$ cat src/hdl/jsu_pkg.sv
// Shared types and constants for the JSON string unescaper.
// Used by the front decoder, the command queue and the UTF-8 back end.
package jsu_pkg;

    localparam logic [1:0] KIND_BYTE  = 2'd0;
    localparam logic [1:0] KIND_CLOSE = 2'd1;
    localparam logic [1:0] KIND_ERROR = 2'd2;

    // One queued command: up to two code points, then an optional tail result.
    // A single code point always sits in slot a.
    typedef struct packed {
        logic        a_en;
        logic [20:0] cp_a;
        logic        b_en;
        logic [20:0] cp_b;
        logic        tail_en;
        logic [7:0]  tail_byte;
        logic [1:0]  tail_kind;
    } t_cmd;

    typedef struct packed {
        logic empty;
        logic full;
    } t_q_stat;

endpackage

$ cat src/hdl/jsu_front.sv
// Front end: accepts string bytes, tracks escape and surrogate state,
// and turns each byte into at most one command. Depends on jsu_pkg.
module jsu_front import jsu_pkg::*; (
    input  logic       i_clk,
    input  logic       i_rst_n,
    input  logic       i_valid,
    input  logic [7:0] i_text_byte,
    input  logic       i_text_ended,
    input  logic       i_q_full,
    output logic       o_ready,
    output logic       o_push,
    output t_cmd       o_cmd
);

    typedef enum logic [2:0] {
        M_PLAIN, M_ESC, M_HEX, M_HELD, M_HELD_ESC, M_HEX_LOW
    } t_mode;

    localparam logic [7:0] CH_QUOTE  = 8'h22;
    localparam logic [7:0] CH_BSLASH = 8'h5C;
    localparam logic [7:0] CH_U      = 8'h75;

    // {valid, value}
    function automatic logic [4:0] hex_digit(input logic [7:0] c);
        logic [4:0] r;
        r = '0;
        if (c >= 8'h30 && c <= 8'h39)      r = {1'b1, 4'(c - 8'h30)};
        else if (c >= 8'h61 && c <= 8'h66) r = {1'b1, 4'(c - 8'h57)};
        else if (c >= 8'h41 && c <= 8'h46) r = {1'b1, 4'(c - 8'h37)};
        return r;
    endfunction

    function automatic logic [7:0] simple_escape(input logic [7:0] e);
        logic [7:0] r;
        r = e;
        case (e)
            8'h6E: r = 8'h0A;
            8'h74: r = 8'h09;
            8'h72: r = 8'h0D;
            8'h62: r = 8'h08;
            8'h66: r = 8'h0C;
            default: r = e;
        endcase
        return r;
    endfunction

    t_mode       r_mode, n_mode;
    logic [15:0] r_accum, n_accum;
    logic [1:0]  r_cnt, n_cnt;
    logic        r_stopped, n_stopped;
    logic [15:0] r_held, n_held;

    logic        take;
    logic [4:0]  dig;
    logic [15:0] v;
    logic        v_low, v_high;
    t_cmd        cmd;
    logic        push;

    assign o_ready = !i_q_full;
    assign take    = i_valid && o_ready;
    assign dig     = hex_digit(i_text_byte);
    assign v       = (dig[4] && !r_stopped) ? {r_accum[11:0], dig[3:0]} : r_accum;
    assign v_low   = (v[15:10] == 6'b110111);
    assign v_high  = (v[15:10] == 6'b110110);

    always_comb begin
        n_mode    = r_mode;
        n_accum   = r_accum;
        n_cnt     = r_cnt;
        n_stopped = r_stopped;
        n_held    = r_held;
        cmd       = '0;
        push      = 1'b0;
        if (take) begin
            if (i_text_ended) begin
                cmd.tail_en   = 1'b1;
                cmd.tail_kind = KIND_ERROR;
                push      = 1'b1;
                n_mode    = M_PLAIN;
                n_accum   = '0;
                n_cnt     = '0;
                n_stopped = 1'b0;
                n_held    = '0;
            end else begin
                unique case (r_mode) inside
                    M_PLAIN: begin
                        if (i_text_byte == CH_QUOTE) begin
                            cmd.tail_en   = 1'b1;
                            cmd.tail_kind = KIND_CLOSE;
                            push   = 1'b1;
                            n_held = '0;
                        end else if (i_text_byte == CH_BSLASH) begin
                            n_mode = M_ESC;
                        end else begin
                            cmd.tail_en   = 1'b1;
                            cmd.tail_byte = i_text_byte;
                            push = 1'b1;
                        end
                    end
                    M_ESC: begin
                        if (i_text_byte == CH_U) begin
                            n_mode = M_HEX;
                        end else begin
                            cmd.tail_en   = 1'b1;
                            cmd.tail_byte = simple_escape(i_text_byte);
                            push   = 1'b1;
                            n_mode = M_PLAIN;
                        end
                    end
                    M_HELD: begin
                        if (i_text_byte == CH_BSLASH) begin
                            // hold the surrogate until the escape is known
                            n_mode = M_HELD_ESC;
                        end else begin
                            cmd.a_en    = 1'b1;
                            cmd.cp_a    = {5'd0, r_held};
                            cmd.tail_en = 1'b1;
                            push   = 1'b1;
                            n_mode = M_PLAIN;
                            if (i_text_byte == CH_QUOTE) begin
                                cmd.tail_kind = KIND_CLOSE;
                                n_held = '0;
                            end else begin
                                cmd.tail_byte = i_text_byte;
                            end
                        end
                    end
                    M_HELD_ESC: begin
                        if (i_text_byte == CH_U) begin
                            n_mode = M_HEX_LOW;
                        end else begin
                            cmd.a_en      = 1'b1;
                            cmd.cp_a      = {5'd0, r_held};
                            cmd.tail_en   = 1'b1;
                            cmd.tail_byte = simple_escape(i_text_byte);
                            push   = 1'b1;
                            n_held = '0;
                            n_mode = M_PLAIN;
                        end
                    end
                    M_HEX, M_HEX_LOW: begin
                        n_stopped = r_stopped | !dig[4];
                        n_accum   = v;
                        n_cnt     = r_cnt + 2'd1;
                        if (r_cnt == 2'd3) begin
                            n_accum   = '0;
                            n_cnt     = '0;
                            n_stopped = 1'b0;
                            if (r_mode == M_HEX_LOW && v_low) begin
                                // combine pair: 0x10000 + (hi - 0xD800) << 10 + (lo - 0xDC00)
                                cmd.a_en = 1'b1;
                                cmd.cp_a = {1'b0, r_held[9:0], v[9:0]} + 21'h10000;
                                push   = 1'b1;
                                n_held = '0;
                                n_mode = M_PLAIN;
                            end else begin
                                if (r_mode == M_HEX_LOW) begin
                                    cmd.a_en = 1'b1;
                                    cmd.cp_a = {5'd0, r_held};
                                    push = 1'b1;
                                end
                                if (v_high) begin
                                    n_held = v;
                                    n_mode = M_HELD;
                                end else begin
                                    n_held = '0;
                                    n_mode = M_PLAIN;
                                    push   = 1'b1;
                                    if (r_mode == M_HEX_LOW) begin
                                        cmd.b_en = 1'b1;
                                        cmd.cp_b = {5'd0, v};
                                    end else begin
                                        cmd.a_en = 1'b1;
                                        cmd.cp_a = {5'd0, v};
                                    end
                                end
                            end
                        end
                    end
                    default: begin
                        n_mode    = M_PLAIN;
                        n_accum   = '0;
                        n_cnt     = '0;
                        n_stopped = 1'b0;
                        n_held    = '0;
                    end
                endcase
            end
        end
    end

    assign o_push = push;
    assign o_cmd  = cmd;

    always_ff @(posedge i_clk) begin
        if (!i_rst_n) begin
            r_mode    <= M_PLAIN;
            r_accum   <= '0;
            r_cnt     <= '0;
            r_stopped <= 1'b0;
            r_held    <= '0;
        end else begin
            r_mode    <= n_mode;
            r_accum   <= n_accum;
            r_cnt     <= n_cnt;
            r_stopped <= n_stopped;
            r_held    <= n_held;
        end
    end

    a_hex_clear: assert property (@(posedge i_clk) disable iff (!i_rst_n)
        (r_mode != M_HEX && r_mode != M_HEX_LOW)
            |-> (r_cnt == 2'd0 && !r_stopped && r_accum == 16'd0))
        else $error("hex state not clear outside hex mode");

    a_held_high: assert property (@(posedge i_clk) disable iff (!i_rst_n)
        (r_mode == M_HELD || r_mode == M_HELD_ESC || r_mode == M_HEX_LOW)
            |-> (r_held[15:10] == 6'b110110))
        else $error("held value is not a high surrogate");

endmodule

$ cat src/hdl/jsu_queue.sv
// Short command queue between front decoder and UTF-8 back end.
// Register array with head read in place. Depends on jsu_pkg.
module jsu_queue import jsu_pkg::*; #(
    parameter int DEPTH = 4
) (
    input  logic    i_clk,
    input  logic    i_rst_n,
    input  logic    i_push,
    input  t_cmd    i_cmd,
    input  logic    i_pop,
    output t_cmd    o_head,
    output t_q_stat o_stat
);

    localparam int PTR_W = $clog2(DEPTH);
    localparam int CNT_W = $clog2(DEPTH + 1);

    t_cmd             r_mem [DEPTH];
    logic [PTR_W-1:0] r_wr, r_rd;
    logic [CNT_W-1:0] r_cnt;

    function automatic logic [PTR_W-1:0] wrap_inc(input logic [PTR_W-1:0] p);
        return (p == PTR_W'(DEPTH - 1)) ? '0 : p + PTR_W'(1);
    endfunction

    assign o_head       = r_mem[r_rd];
    assign o_stat.empty = (r_cnt == '0);
    assign o_stat.full  = (r_cnt == CNT_W'(DEPTH));

    always_ff @(posedge i_clk) begin
        if (i_push) begin
            r_mem[r_wr] <= i_cmd;
        end
    end

    always_ff @(posedge i_clk) begin
        if (!i_rst_n) begin
            r_wr  <= '0;
            r_rd  <= '0;
            r_cnt <= '0;
        end else begin
            if (i_push) r_wr <= wrap_inc(r_wr);
            if (i_pop)  r_rd <= wrap_inc(r_rd);
            if (i_push && !i_pop)      r_cnt <= r_cnt + CNT_W'(1);
            else if (i_pop && !i_push) r_cnt <= r_cnt - CNT_W'(1);
        end
    end

    a_no_overflow: assert property (@(posedge i_clk) disable iff (!i_rst_n)
        (i_push && o_stat.full) |-> i_pop)
        else $error("push into full queue");

    a_no_underflow: assert property (@(posedge i_clk) disable iff (!i_rst_n)
        i_pop |-> !o_stat.empty)
        else $error("pop from empty queue");

endmodule

$ cat src/hdl/jsu_back.sv
// Back end: expands the queue head into result items, one per cycle unless
// stalled, via a UTF-8 encoder into an output register. Depends on jsu_pkg.
module jsu_back import jsu_pkg::*; (
    input  logic       i_clk,
    input  logic       i_rst_n,
    input  t_cmd       i_head,
    input  t_q_stat    i_stat,
    output logic       o_pop,
    output logic       o_valid,
    input  logic       i_ready,
    output logic [7:0] o_out_byte,
    output logic [1:0] o_kind,
    output logic       o_last
);

    typedef enum logic [1:0] {S_A, S_B, S_TAIL} t_slot;

    // index of the final UTF-8 byte, 0..3
    function automatic logic [1:0] utf8_last_idx(input logic [20:0] cp);
        logic [1:0] r;
        if (cp[20:7] == '0)       r = 2'd0;
        else if (cp[20:11] == '0) r = 2'd1;
        else if (cp[20:16] == '0) r = 2'd2;
        else                      r = 2'd3;
        return r;
    endfunction

    function automatic logic [7:0] utf8_byte(input logic [20:0] cp, input logic [1:0] last,
                                             input logic [1:0] idx);
        logic [7:0] r;
        r = '0;
        unique case (last)
            2'd0: r = cp[7:0];
            2'd1: r = (idx == 2'd0) ? {3'b110, cp[10:6]} : {2'b10, cp[5:0]};
            2'd2: begin
                unique case (idx)
                    2'd0:    r = {4'b1110, cp[15:12]};
                    2'd1:    r = {2'b10, cp[11:6]};
                    default: r = {2'b10, cp[5:0]};
                endcase
            end
            default: begin
                unique case (idx)
                    2'd0:    r = {5'b11110, cp[20:18]};
                    2'd1:    r = {2'b10, cp[17:12]};
                    2'd2:    r = {2'b10, cp[11:6]};
                    default: r = {2'b10, cp[5:0]};
                endcase
            end
        endcase
        return r;
    endfunction

    t_slot       r_slot;
    logic [1:0]  r_idx;
    logic        r_o_valid;
    logic [7:0]  r_o_byte;
    logic [1:0]  r_o_kind;
    logic        r_o_last;

    t_slot       slot, next_slot;
    logic [20:0] cp;
    logic [1:0]  len_last;
    logic [7:0]  cur_byte;
    logic [1:0]  cur_kind;
    logic        slot_end, final_res, emit;

    always_comb begin
        slot      = (r_slot == S_A && !i_head.a_en) ? S_TAIL : r_slot;
        cp        = (slot == S_B) ? i_head.cp_b : i_head.cp_a;
        len_last  = utf8_last_idx(cp);
        next_slot = S_TAIL;
        final_res = 1'b0;
        if (slot == S_TAIL) begin
            cur_byte  = i_head.tail_byte;
            cur_kind  = i_head.tail_kind;
            slot_end  = 1'b1;
            final_res = 1'b1;
        end else begin
            cur_byte = utf8_byte(cp, len_last, r_idx);
            cur_kind = KIND_BYTE;
            slot_end = (r_idx == len_last);
            if (slot == S_A && i_head.b_en) next_slot = S_B;
            final_res = slot_end && !i_head.tail_en && next_slot != S_B;
        end
    end

    assign emit  = !i_stat.empty && (!r_o_valid || i_ready);
    assign o_pop = emit && final_res;

    always_ff @(posedge i_clk) begin
        if (!i_rst_n) begin
            r_o_valid <= 1'b0;
            r_slot    <= S_A;
            r_idx     <= '0;
        end else begin
            if (emit) begin
                r_o_valid <= 1'b1;
                r_o_byte  <= cur_byte;
                r_o_kind  <= cur_kind;
                r_o_last  <= final_res;
                // advance through the head; drop it after its final result
                if (final_res) begin
                    r_slot <= S_A;
                    r_idx  <= '0;
                end else if (slot_end) begin
                    r_slot <= next_slot;
                    r_idx  <= '0;
                end else begin
                    r_idx <= r_idx + 2'd1;
                end
            end else if (i_ready) begin
                r_o_valid <= 1'b0;
            end
        end
    end

    assign o_valid    = r_o_valid;
    assign o_out_byte = r_o_byte;
    assign o_kind     = r_o_kind;
    assign o_last     = r_o_last;

    a_idx_range: assert property (@(posedge i_clk) disable iff (!i_rst_n)
        (!i_stat.empty && slot != S_TAIL) |-> (r_idx <= len_last))
        else $error("UTF-8 byte index past end of sequence");

    a_marker_last: assert property (@(posedge i_clk) disable iff (!i_rst_n)
        (r_o_valid && r_o_kind != KIND_BYTE) |-> r_o_last)
        else $error("close or error result not marked last");

    a_slot_b: assert property (@(posedge i_clk) disable iff (!i_rst_n)
        (r_slot == S_B) |-> (!i_stat.empty && i_head.b_en))
        else $error("second code point slot without a command");

endmodule

$ cat src/hdl/json_string_unescape_utf8.sv
// Top level of the JSON string unescaper with UTF-8 output.
// Instantiates jsu_front, jsu_queue and jsu_back; depends on jsu_pkg.
//
//   channel  direction  handshake            payload
//   input    in         i_valid / o_ready    i_text_byte, i_text_ended
//   result   out        o_valid / i_ready    o_out_byte, o_kind, o_last
//
// The front decodes one input byte per cycle; its own state is the only loop.
// The back sends one result per cycle unless the output stalls, so an item
// with up to 6 results holds the back; the queue absorbs such bursts.
// Input is refused only while the queue is full; output stall backs up there.
// Reset is synchronous; no clearing pass.
module json_string_unescape_utf8 import jsu_pkg::*; #(
    parameter int QUEUE_DEPTH = 4
) (
    input  logic       i_clk,
    input  logic       i_rst_n,
    input  logic       i_valid,
    output logic       o_ready,
    input  logic [7:0] i_text_byte,
    input  logic       i_text_ended,
    output logic       o_valid,
    input  logic       i_ready,
    output logic [7:0] o_out_byte,
    output logic [1:0] o_kind,
    output logic       o_last
);

    logic    push, pop;
    t_cmd    cmd, head;
    t_q_stat stat;

    jsu_front u_front (
        .i_clk        (i_clk),
        .i_rst_n      (i_rst_n),
        .i_valid      (i_valid),
        .i_text_byte  (i_text_byte),
        .i_text_ended (i_text_ended),
        .i_q_full     (stat.full),
        .o_ready      (o_ready),
        .o_push       (push),
        .o_cmd        (cmd)
    );

    jsu_queue #(.DEPTH(QUEUE_DEPTH)) u_queue (
        .i_clk   (i_clk),
        .i_rst_n (i_rst_n),
        .i_push  (push),
        .i_cmd   (cmd),
        .i_pop   (pop),
        .o_head  (head),
        .o_stat  (stat)
    );

    jsu_back u_back (
        .i_clk      (i_clk),
        .i_rst_n    (i_rst_n),
        .i_head     (head),
        .i_stat     (stat),
        .o_pop      (pop),
        .o_valid    (o_valid),
        .i_ready    (i_ready),
        .o_out_byte (o_out_byte),
        .o_kind     (o_kind),
        .o_last     (o_last)
    );

endmodule
$ cat config.mk
export PLATFORM = sky130hd
export DESIGN_NAME = json_string_unescape_utf8
export DESIGN_NICKNAME = d
export VERILOG_FILES = /design/src/hdl/jsu_pkg.sv /design/src/hdl/jsu_front.sv /design/src/hdl/jsu_queue.sv /design/src/hdl/jsu_back.sv /design/src/hdl/json_string_unescape_utf8.sv
export SDC_FILE = /design/constraint.sdc
export NUM_CORES = 1
export LEC_CHECK = 0
export BUFFER_PORTS_ARGS = -buffer_cell sky130_fd_sc_hd__buf_2
export CORE_AREA = 2 2 183 185
export DETAILED_ROUTE_END_ITERATION = 8
export DIE_AREA = 0 0 185 187
export PLACE_DENSITY = 0.61
export SYNTH_ARGS = -nofsm -noshare
export SYNTH_HDL_FRONTEND = slang
export SYNTH_SLANG_ARGS = --single-unit
$ cat constraint.sdc
create_clock -name i_clk -period 5.12 [get_ports i_clk]
set_clock_uncertainty 0.1 [all_clocks]
set_input_delay 0.256 -clock i_clk [delete_from_list [all_inputs] [get_ports i_clk]]
set_output_delay 0.256 -clock i_clk [all_outputs]
set_load 0.01 [all_outputs]
==> results of run 1 <==
[worst paths after layout]
check                                   startpoint  slack (ns)                   to  cells after the start
worst max-delay path                      register        0.90     u_queue.r_cnt[2]                     12
worst min-delay path                i_text_byte[5]        0.16  u_queue.r_mem[2][7]                      3
worst max register to register            register        0.90     u_queue.r_cnt[2]                     12
worst min register to register  u_front.r_held[15]        0.37   u_front.r_held[15]                      2
[power breakdown]
group / switching (uW) / internal (uW)
logic: 847 / 612
clock network: 805 / 1180
registers: 123 / 2600
total: 1770 / 4400
[cell type report]
class,count,area (sq um),area share (%)
inverter,27,101,0.706
clock buffer,35,748,5.21
clock inverter,16,159,1.11
multi-input combinational,612,5080,35.4
tap,448,561,3.90
timing repair buffer,48,325,2.27
sequential,263,7380,51.4
antenna,1,2.50,0.0174
[worst max-delay path, stage by stage, from the launching register on]
cell	delay (ns)
dfxtp_4	0.79
mux2_2	0.41
mux4_2	0.54
nor4_4	0.32
a211o_1	0.20
a21oi_4	0.09
o31ai_4	0.27
ha_1	0.25
inv_1	0.07
fa_1	0.43
xor2_1	0.17
or3_1	0.30
a21boi_0	0.17
[per-stage QoR]
stage / power, uW / cells / area [sq um]
floorplan: 3810 / 961 / 12800
finish: 6170 / 1450 / 14400
CTS: 6220 / 1449 / 14400
global placement: 4220 / 1397 / 13400
global route: 6450 / 1449 / 14400
detailed placement: 4230 / 1397 / 13400
[what timing repair did]
item	4_1_cts	5_1_grt
resized for setup	0	0
endpoints found under the setup margin	0	0
hold buffers	1	0
endpoints found under the hold margin	1	0
[cells in the final DEF, fill, tap and decap left out, types with 5 or more instances in the layout]
master | netlist | layout
mux2i_1 | 54 | 54
a21o_1 | 6 | 6
a21boi_0 | 7 | 7
clkbuf_16 | 0 | 29
dfxtp_1 | 52 | 50
clkinv_1 | 1 | 6
o22ai_1 | 6 | 6
nand2b_1 | 10 | 10
xnor2_1 | 5 | 5
inv_1 | 25 | 25
nor4_1 | 5 | 5
nand2_1 | 68 | 68
a211oi_1 | 8 | 8
buf_4 | 2 | 20
mux2_2 | 32 | 32
nor2b_1 | 38 | 34
clkbuf_1 | 39 | 6
o21ai_0 | 23 | 23
and2_1 | 21 | 21
o211ai_1 | 5 | 5
nand3_1 | 11 | 11
o21a_1 | 7 | 7
buf_2 | 8 | 25
a31oi_1 | 9 | 9
ha_1 | 21 | 21
edfxtp_1 | 211 | 211
a41oi_1 | 11 | 11
o31ai_1 | 16 | 15
a21oi_1 | 31 | 31
nor3_1 | 24 | 24
a22oi_1 | 17 | 17
nor2_1 | 37 | 37
a32oi_1 | 10 | 10
nor3b_1 | 5 | 5
and3_1 | 6 | 6
mux4_2 | 43 | 43
[cells by family (layout without fill, tap and decap cells)]
kind of cell / Yosys count / in the layout / synth area share [%]
other cells: 0 / 1 / 0
buf+inv: 86 / 126 / 3.24
simple gates: 259 / 259 / 10.9
xor+xnor: 9 / 9 / 0.614
fa+ha+maj: 22 / 22 / 2.20
mux: 131 / 131 / 14.8
compound gates: 191 / 191 / 10.8
flops: 263 / 263 / 57.5
[synth_stat cells, drive strengths merged (4+ instances only)]
master,number,area share [%]
a211oi,9,0.62
dfxtp,52,8.1
o31ai,17,1.1
nand2,68,2.0
mux2i,54,4.2
a21o,6,0.35
o211ai,5,0.29
a31oi,9,0.44
mux4,43,7.5
o21bai,4,0.23
xor2,4,0.27
nor3b,6,0.39
and2,23,1.1
nor3,24,0.94
a21boi,9,0.53
a221oi,4,0.27
a22oi,17,0.99
mux2,34,3.0
buf,20,1.3
o21a,7,0.41
nand2b,10,0.49
inv,26,0.76
a32oi,10,0.68
edfxtp,211,49
nor2,37,1.1
and3,8,0.44
o21ai,25,1.0
o22ai,6,0.29
a41oi,11,0.75
a21oi,33,1.4
clkbuf,39,1.1
nand3,11,0.43
ha,21,2.0
nor4,7,0.51
xnor2,5,0.34
nor2b,38,1.9
or4,4,0.23
o221ai,4,0.27
[flip-flops by register name, summed over array words and instances (netlist names), named ones only]
| signal | cells |
|---|---|
| u_back.o_kind | 2 |
| u_front.r_stopped | 1 |
| u_back.r_slot | 2 |
| u_back.r_idx | 2 |
| u_back.o_last | 1 |
| u_queue.r_wr | 2 |
| u_back.o_out_byte | 8 |
| u_queue.r_rd | 2 |
| u_front.r_accum | 16 |
| u_front.r_mode | 3 |
| u_front.r_held | 16 |
| u_back.o_valid | 1 |
| u_front.r_cnt | 2 |
| u_queue.r_cnt | 3 |
| u_queue.r_mem | 200 |
[layer usage]
layer / track usage (%) / part of all wire (%) / vias up
met4: 4.43 / 1.9 / 0
li1: - / - / 3779
met5: 0 / 0 / -
met3: 2.26 / 4.5 / 42
met2: 26.4 / 46 / 212
met1: 25.5 / 47 / 4051
==> qor.yml, run 1 <==
grt_overflow: 0
period_needed_ns: 4.22
synthFlopType: "edfxtp_1"
area_growth_from_synthesis_to_layout_pct: 11.9
synth-edff-count: 211
final-hold-violation-count: 0
gp_routability_congestion: 0.907
hpwlAfterDp_um: 19900
startpoint_type: "register"
worst_setup_hold_path_clk_slew_ns: 0.06
maxCapViolations: 0
die_x_um: 185
worst_ep_required_time_ns: 5.47
end_kind: "register"
insertion_delay_ns: 0.53
setup.worst_path.class: "register to register"
post-route-period-util_pct: 82.4
post_route_cells_drive_above_1_share_pct: 18.5
syn-mean-instance-area_sq_um: 13.3
number_of_top_level_pins: 26
syn_area_sq_um: 12800
setup_viol_count_final: 0
worst_slack_ns: 0.900
final.setup.tns_ns: 0
fill_cells: 2976
yosys_warning_total: 0
outcome: "complete, no violations"
htree_depth: 1
grt_start_max_net_pins: 59
slew_violations: 0
design.final.nets: 1015
rsz0062_at_grt: "false"
dieHeight_um: 187
synth.lib_cells_used.distinct: 81
max-slew-margin-rel_pct: 23.6
globalRouteTotalUtil_pct: 17.1
ir_worst_vdd_uv: 236
ys_seq_area_share_pct: 57.5
firstDrtPassIters: 5
number_of_antenna_violations_at_the_first_check_in_global_routing: 1
drtAntennaViolNets: 0
wire_per_inst_um: 20.4
min_path_type: "input port to register"
dp_worst_setup_slack_ns: 0.892
wl_um: 29600
input_output_buffers: 25
core-area_sq_um: 32900
end_of_flow_core_utilization_pct: 43.7
maxClockFrequency_mhz: 237
starting_density_pct: 39.0
worstPathArrival_ns: 4.57
max-clock-path-buffers: 3
power_density_nw_per_um2: 430
std_cell_rows: 67
grt_pass1_wl_um: 45400
hold-worst-slack_ns: 0.156
cts_tree: "done"
worstMarginPinSlew_ns: 1.14
cts.sink_count: 263
root_buffer: "clkbuf_16"
synth_cells: 961
drt_iter0_drc: 781
via_count: 8084
drcViolationCount: 0
cts.repair_timing.setup_buffer_count: 0
die_area_sq_um: 34600
synth.net_count: 996
synth-seq-cells: 263
first_global_vias: 7614
cts_inserted_buffers: 28
synth_async_sr_flop_share_pct: 0
leakage_uw: 0.00457
cp_max_fo: 45
via_per_inst: 5.58
Power figures use the tool's default switching activity.
==> run 2, diff against run 1 <==
Settings changed: ABC_AREA set to 1, PLACE_DENSITY 0.61 to 0.59.
Clock period 5.12 ns to 4.4 ns, I/O delays scaled along.
==> run 2 against run 1 <==
Against the previous run:
- wire length rose by 12%
- critical path depth increased by 10
- highest routed layer unchanged
- final cell count rose by 31%
- non-clock buffer count grew 11
- largest cell class unchanged
- core utilization grew 0.54 points
- sequential power rose by 15%
- maximum frequency rose by 13%
==> qor.yml, run 2 <==
firstDrtPassIters: 5  # unchanged
most_frequent_cell_after_synthesis: "nand2_1"
grt_overflow: 0  # unchanged
min_path_type: "input port to register"
slew_violations: 0  # unchanged
cts.repair_timing.setup_buffer_count: 0  # unchanged
die_area_sq_um: 34600  # unchanged
post_route_cells_drive_above_1_share_pct: 10.0  # -8.5 points
syn-mean-instance-area_sq_um: 9.16  # -31%
combinationalPowerShare_pct: 32.7  # +9.1 points
grt_start_max_net_pins: 97  # +64%
grt_pass1_wl_um: 51500  # +13%
drt_iter0_drc: 928  # +19%
synth-edff-count: 211  # unchanged
critical-path-max-stage-delay_ns: 0.44  # -0.35 ns
synthFlopType: "edfxtp_1"
regToRegSetupSlack_ns: 0.68  # -0.22 ns
startpoint_type: "register"
power.switching_fraction_pct: 35.3  # +6.6 points
die_x_um: 185  # unchanged
crit_buf_inv: 4  # +3
design.final.nets: 1460  # +44%
std_cell_rows: 67  # unchanged
synth_async_sr_flop_share_pct: 0  # unchanged
max-slew-margin-rel_pct: 22.7  # -0.85 points
use_met1_pct: 27.4  # +1.9 points
worstPathArrival_ns: 4.09  # -0.48 ns
core-area_sq_um: 32900  # unchanged
holdPathEnd: "u_queue.r_mem[0][7]"
largest_regs: "u_queue.r_mem: 200 flops, u_front.r_accum: 16 flops, u_front.r_held: 16 flops"
final-hold-violation-count: 0  # unchanged
synth_largest_area_cell: "edfxtp_1"
synth.lib_cells_used.distinct: 52  # -36%
end_kind: "register"
worst_ep_required_time_ns: 4.77  # -0.70 ns
number_of_antenna_violations_at_the_first_check_in_global_routing: 0  # -1
place_area_sq_um: 13500  # +0.50%
hold_path_startpoint: "i_text_byte[5]"
most_common_cell_on_crit_path: "nand2_1"
maxClockFrequency_mhz: 269  # +13%
via_per_inst: 5.25  # -5.9%
outcome: "complete, no violations"
ir_worst_vdd_uv: 286  # +21%
antenna_cells: 0  # -1
hold-worst-slack_ns: 0.0703  # -0.0853 ns
timing.critical_path.cells: "inv_2 > buf_12 > nor2_1 > o211ai_1 > nand2_1 > nand2_1 > nor2_1 > nand2_1 > nand2_1 > nand2_1 > inv_1 > nand3_2 > nand2_2 > nand3_2 > ha_1 > inv_1 > fa_1 > nor2_1 > nor2_1 > nand2_1 > o21ai_0 > a21oi_1"
gp_routability_congestion: 0.926  # +2.1%
critical_path.top_delay_family: "simple AND/OR/NAND/NOR gates"
input_output_buffers: 25  # unchanged
globalRouteTotalUtil_pct: 18.9  # +1.8 points
dieHeight_um: 187  # unchanged
cell_internal_pwr_uw: 5410  # +23%
power_density_nw_per_um2: 576  # +34%
cp_slowest_cell: "fa_1"
worst_reg2reg_endpoint: "u_queue.r_cnt[2]"
wl_um: 33100  # +12%
ys_seq_area_share_pct: 57.5  # about the same
post-route-period-util_pct: 84.6  # +2.1 points
largest-register: "u_queue.r_mem"
post_synth_main_area_contributors: "edfxtp_1 (49%), nand2_1 (8.7%), dfxtp_1 (8.1%)"
grt.met3_usage_pct: 1.91  # -0.35 points
max-clock-path-buffers: 3  # unchanged
whs_path_depth: 3  # unchanged
rsz0062_at_grt: "false"
worstMarginPinSlew_ns: 1.15  # +0.0161 ns
cts_inserted_buffers: 28  # unchanged
max_reg_flops: 200  # unchanged
layout.cells.most_common: "nand2_1"
post_synth_most_frequent_cells: "nand2_1 (298), edfxtp_1 (211), nor2_1 (210), o21ai_0 (136), inv_1 (112)"
grt-busiest-layer: "met2"
clkPwrFrac_pct: 29.7  # -2.5 points
period_needed_ns: 3.72  # -0.500 ns
cp_max_fo: 36  # -20%
synth_cells: 1401  # +46%
area_growth_from_synthesis_to_layout_pct: 13.3
timing.reg2reg.worst_path_depth: 22  # +10
synth_top_cell_area_share_pct: 49.4  # about the same
final_area_sq_um: 14500  # +1.2%
number_of_top_level_pins: 26  # unchanged
drtAntennaViolNets: 0  # unchanged
cts.repair.resized: 0  # unchanged
grtUsageMet2_pct: 30.6  # +4.1 points
htree_depth: 1  # unchanged
setup.worst_path.class: "register to register"
maxCapViolations: 0  # unchanged
cts.sink_count: 263  # unchanged
starting_density_pct: 39.1  # about the same
setup_viol_count_final: 0  # unchanged
hpwlAfterDp_um: 22000  # +11%
root_buffer: "clkbuf_16"
synth-seq-cells: 263  # unchanged
p_sw_uw: 2960  # +67%
via_count: 9941  # +23%
worst_setup_hold_path_clk_slew_ns: 0.06  # about the same
synth.net_count: 1436  # +44%
insertion_delay_ns: 0.53  # about the same
cts_hold_repair.buffers: 4  # +3
leakage_uw: 0.00546  # +19%
drcViolationCount: 0  # unchanged
first_global_vias: 9226  # +21%
cts_tree: "done"
seqPwrFrac_pct: 37.6  # -6.5 points
wire_per_inst_um: 17.5  # -14%
commonest_cells_after_routing_fill_and_taps_aside: "nand2_1 (298), edfxtp_1 (211), nor2_1 (206)"
syn_area_sq_um: 12800  # about the same
yosys_warning_total: 0  # unchanged
-- run 2: cell types whose count changed after synthesis, sizes merged, moves of 22 or more --
cell | before | now
a21oi | 33 | 82
and2 | 23 | 1
inv | 26 | 122
mux2 | 34 | 0
mux2i | 54 | 0
mux4 | 43 | 0
nand2 | 68 | 308
nand3 | 11 | 65
nor2 | 37 | 217
nor2b | 38 | 0
o21ai | 25 | 152
-- run 2: power by group through the flow --
stage,registers (uW),logic (uW),clock network (uW)
floorplan,3200,1820,0
global placement,3190,2730,0
detailed placement,3200,2740,0
CTS,3150,2760,2530
global route,3170,3030,2630
finish,3140,2740,2490
-- run 2: worst register-to-register path, cell delays in order, from the launching register on --
cell      delay (ns)
dfxtp_2         0.34
inv_2           0.42
buf_12          0.29
nor2_1          0.07
o211ai_1        0.23
nand2_1         0.18
nand2_1         0.14
nor2_1          0.09
nand2_1         0.13
nand2_1         0.07
nand2_1         0.06
inv_1           0.04
nand3_2         0.10
nand2_2         0.12
nand3_2         0.15
ha_1            0.16
inv_1           0.07
fa_1            0.44
nor2_1          0.11
nor2_1          0.05
nand2_1         0.07
o21ai_0         0.08
a21oi_1         0.14
-- run 2: routing by layer --
metal / up-vias / wire (um)
met3: 43 / 1640
met4: 0 / 652
met2: 262 / 15600
met5: - / 0
li1: 4831 / -
met1: 4805 / 15200
-- run 2: area by class of cell --
cell class | instances | area (sq um)
fillers | 3231 | 18300
repair buffers | 59 | 478
inverters | 122 | 460
multi-input cells | 951 | 4670
clock inverters | 18 | 225
well taps | 448 | 561
flip-flops and latches | 263 | 7380
clock buffers | 34 | 764
-- run 2: worst max path at each step --
stage | startpoint | endpoint | slack (ns) | depth (start not counted)
5_1_grt | register | u_back.o_out_byte[3] | 0.31 | 19
6_report | register | u_queue.r_cnt[2] | 0.68 | 22
3_3_place_gp | i_text_byte[0] | u_queue.r_cnt[1] | 0.46 | 25
4_1_cts | register | u_back.o_out_byte[3] | 0.69 | 19
2_1_floorplan | i_text_byte[0] | u_queue.r_mem[0][0] | -0.06 | 19
3_5_place_dp | i_text_byte[0] | u_queue.r_cnt[2] | 0.36 | 28
-- run 2: kinds of logic (layout without fill, tap and decap cells) --
| kind of cell | Yosys count | after routing | share of synthesized area, % |
|---|---|---|---|
| adders and majority gates | 22 | 22 | 2.20 |
| and+or+nand+nor | 615 | 615 | 20.0 |
| DFF | 263 | 263 | 57.5 |
| buffers and inverters | 187 | 233 | 6.42 |
| AOI/OAI and AO/OA | 309 | 309 | 13.5 |
| xor gates and xnor gates | 5 | 5 | 0.341 |
-- run 2: stage by stage --
step	std cells	setup WS, ns	utilization [%]	total power, uW	setup TNS, ns
detailed placement	1839	0.362	41.1	5940	0
CTS	1895	0.687	44.2	8440	0
global placement	1839	0.459	41.1	5930	0
global route	1895	0.314	44.2	8830	0
finish	1895	0.679	44.2	8370	0
floorplan	1401	-0.0563	-	5020	-11.27
==> run 3, diff against run 2 <==
Clock period 4.4 ns to 3.7 ns, I/O delays scaled along.
==> run 3 against run 2 <==
Against the previous run:
- core utilization rose by 0.54 points
- maximum frequency rose by 6.1%
- critical endpoint is now u_back.o_out_byte[7]
- sequential cell count did not move
==> qor.yml, run 3 (same netlist as run 2, synthesis figures left out) <==
firstDrtPassIters: 5  # unchanged
wl_um: 33300  # +0.55%
leakage_uw: 0.00557  # +2.1%
cp_max_fo: 13  # -64%
globalRouteTotalUtil_pct: 19.3  # +0.43 points
htree_depth: 1  # unchanged
startpoint_type: "register"
design.final.nets: 1487  # +1.8%
dp.cells: 1866  # +1.5%
grt_start_max_net_pins: 61  # -37%
cts_inserted_buffers: 28  # unchanged
footprint_of_the_multi_input_gates_sq_um: 4700  # +0.62%
worst_setup_hold_path_clk_slew_ns: 0.06  # about the same
hpwlAfterDp_um: 22900  # +3.9%
timing.reg2reg.worst_path_depth: 15  # -32%
final.setup.tns_ns: 0  # unchanged
grt.met3_usage_pct: 2.36  # +0.45 points
maxCapViolations: 0  # unchanged
final-hold-violation-count: 0  # unchanged
worstPathArrival_ns: 3.69  # -0.40 ns
grtUsageMet2_pct: 30.5  # -0.043 points
dieHeight_um: 187  # unchanged
grt_overflow: 0  # unchanged
worst_ep_required_time_ns: 3.88  # -0.89 ns
root_buffer: "clkbuf_16"
clkPwrFrac_pct: 27.8  # -1.9 points
input_output_buffers: 25  # unchanged
drt_iter0_drc: 922  # -0.65%
die_x_um: 185  # unchanged
drtAntennaViolNets: 0  # unchanged
post_layout_nonfiller_instances: 1920  # +1.3%
die_area_sq_um: 34600  # unchanged
grt-busiest-layer: "met2"
ir_worst_vdd_uv: 415  # +45%
area_growth_from_synthesis_to_layout_pct: 14.6
via_per_inst: 5.18  # -1.2%
power_density_nw_per_um2: 674  # +17%
wire_per_inst_um: 17.3  # -0.76%
antenna_cells: 0  # unchanged
outcome: "complete, no violations"
fill_cells: 3209  # -0.68%
p_sw_uw: 3540  # +20%
setup_viol_count_final: 0  # unchanged
worstMarginPinSlew_ns: 0.986  # -0.169 ns
min_path_type: "input port to register"
cell_internal_pwr_uw: 6390  # +18%
std_cell_rows: 67  # unchanged
insertion_delay_ns: 0.54  # about the same
slew_violations: 0  # unchanged
whs_path_depth: 3  # unchanged
largest_regs: "u_queue.r_mem: 200 flops, u_front.r_accum: 16 flops, u_front.r_held: 16 flops"
grt_pass1_wl_um: 52600  # +2.2%
number_of_top_level_pins: 26  # unchanged
layout.cells.most_common: "nand2_1"
register_area_sq_um: 7380  # unchanged
via_count: 9948  # +0.070%
use_met1_pct: 27.8  # +0.38 points
max-clock-path-buffers: 3  # unchanged
seqPwrFrac_pct: 37.8  # +0.2 points
cts.repair_timing.setup_buffer_count: 0  # unchanged
starting_density_pct: 39.1  # unchanged
cts.sink_count: 263  # unchanged
core-area_sq_um: 32900  # unchanged
combinationalPowerShare_pct: 34.5  # +1.8 points
worst_reg2reg_endpoint: "u_back.o_out_byte[7]"
largest-register: "u_queue.r_mem"
first_global_vias: 9440  # +2.3%
number_of_antenna_violations_at_the_first_check_in_global_routing: 0  # unchanged
hold_path_startpoint: "i_text_byte[5]"
setup.worst_path.class: "register to register"
p_total_uw: 9920  # +19%
commonest_cells_after_routing_fill_and_taps_aside: "nand2_1 (297), edfxtp_1 (211), nor2_1 (205)"
post-route-period-util_pct: 94.8  # +10 points
holdPathEnd: "u_queue.r_mem[0][7]"
end_kind: "register"
regToRegSetupSlack_ns: 0.19  # -0.49 ns
cts_tree: "done"
power.switching_fraction_pct: 35.6  # +0.30 points
max-slew-margin-rel_pct: 32.6  # +9.8 points
maxClockFrequency_mhz: 285  # +6.1%
max_reg_flops: 200  # unchanged
period_needed_ns: 3.51  # -0.214 ns
drcViolationCount: 0  # unchanged
gp_routability_congestion: 0.875  # -5.5%
post_route_cells_drive_above_1_share_pct: 11.7  # +1.7 points
## run 3: worst max-delay path by stage
stage	to	cells after the start	slack (ns)
after floorplan	u_queue.r_mem[0][0]	19	-0.72
after global placement	u_queue.r_mem[0][11]	17	0.13
after detailed placement	u_queue.r_mem[2][11]	17	0.1
after CTS	u_back.o_out_byte[7]	14	0.14
after global routing	u_queue.r_cnt[2]	22	-0.002
final	u_back.o_out_byte[7]	15	0.19
## run 3: per-stage QoR
step | hold WS [ns] | setup WS, ns | util (%) | cell area [sq um]
4_1_cts | 0.00876 | 0.141 | 44.7 | 14700
3_5_place_dp | 0.359 | 0.0980 | 41.8 | 13700
6_report | 0.0256 | 0.193 | 44.8 | 14700
2_1_floorplan | 0.223 | -0.721 | - | 12800
3_3_place_gp | 0.354 | 0.134 | 41.8 | 13700
5_1_grt | 0.0392 | -0.00213 | 44.8 | 14700
## run 3: critical path: stages, from the launching register on
cell and delay [ns]:
dfxtp_2 0.35, buf_4 0.19, buf_4 0.16, nor2_1 0.10
nor2_1 0.04, o21ai_1 0.06, o21ai_0 0.09, o21ai_1 0.27
nand2_1 0.13, nor2_1 0.19, o21ai_2 0.12, inv_1 0.10
ha_1 0.23, a2111oi_0 0.84, buf_4 0.23, a31oi_1 0.04
## run 3: metal layers
metal / routed length [um] / part of all wire [%] / vias to the layer above
met5: 0 / 0 / -
met4: 1020 / 3.0 / 0
met3: 1670 / 5.0 / 59
met2: 15100 / 45 / 265
met1: 15500 / 47 / 4746
li1: - / - / 4878
## run 3: final cells by class
cell class,count,area share [%]
sequential,263,50.2
multi-input combinational,951,31.9
clock inverter,16,1.11
inverter,122,3.15
tap,448,3.81
timing repair buffer,86,4.80
clock buffer,34,5.06
## run 3: power groups by stage
stage | clock (uW) | combinational [uW] | sequential [uW]
2_1_floorplan | 0 | 2160 | 3800
3_3_place_gp | 0 | 3380 | 3800
3_5_place_dp | 0 | 3390 | 3810
4_1_cts | 2810 | 3410 | 3750
5_1_grt | 2920 | 3840 | 3770
6_report | 2760 | 3420 | 3750
## run 3: timing repair
item / in CTS / in global routing
hold endpoints to repair: 17 / 0
resized for setup: 0 / 10
hold buffers: 4 / 0
endpoints found under the setup margin: 0 / 6
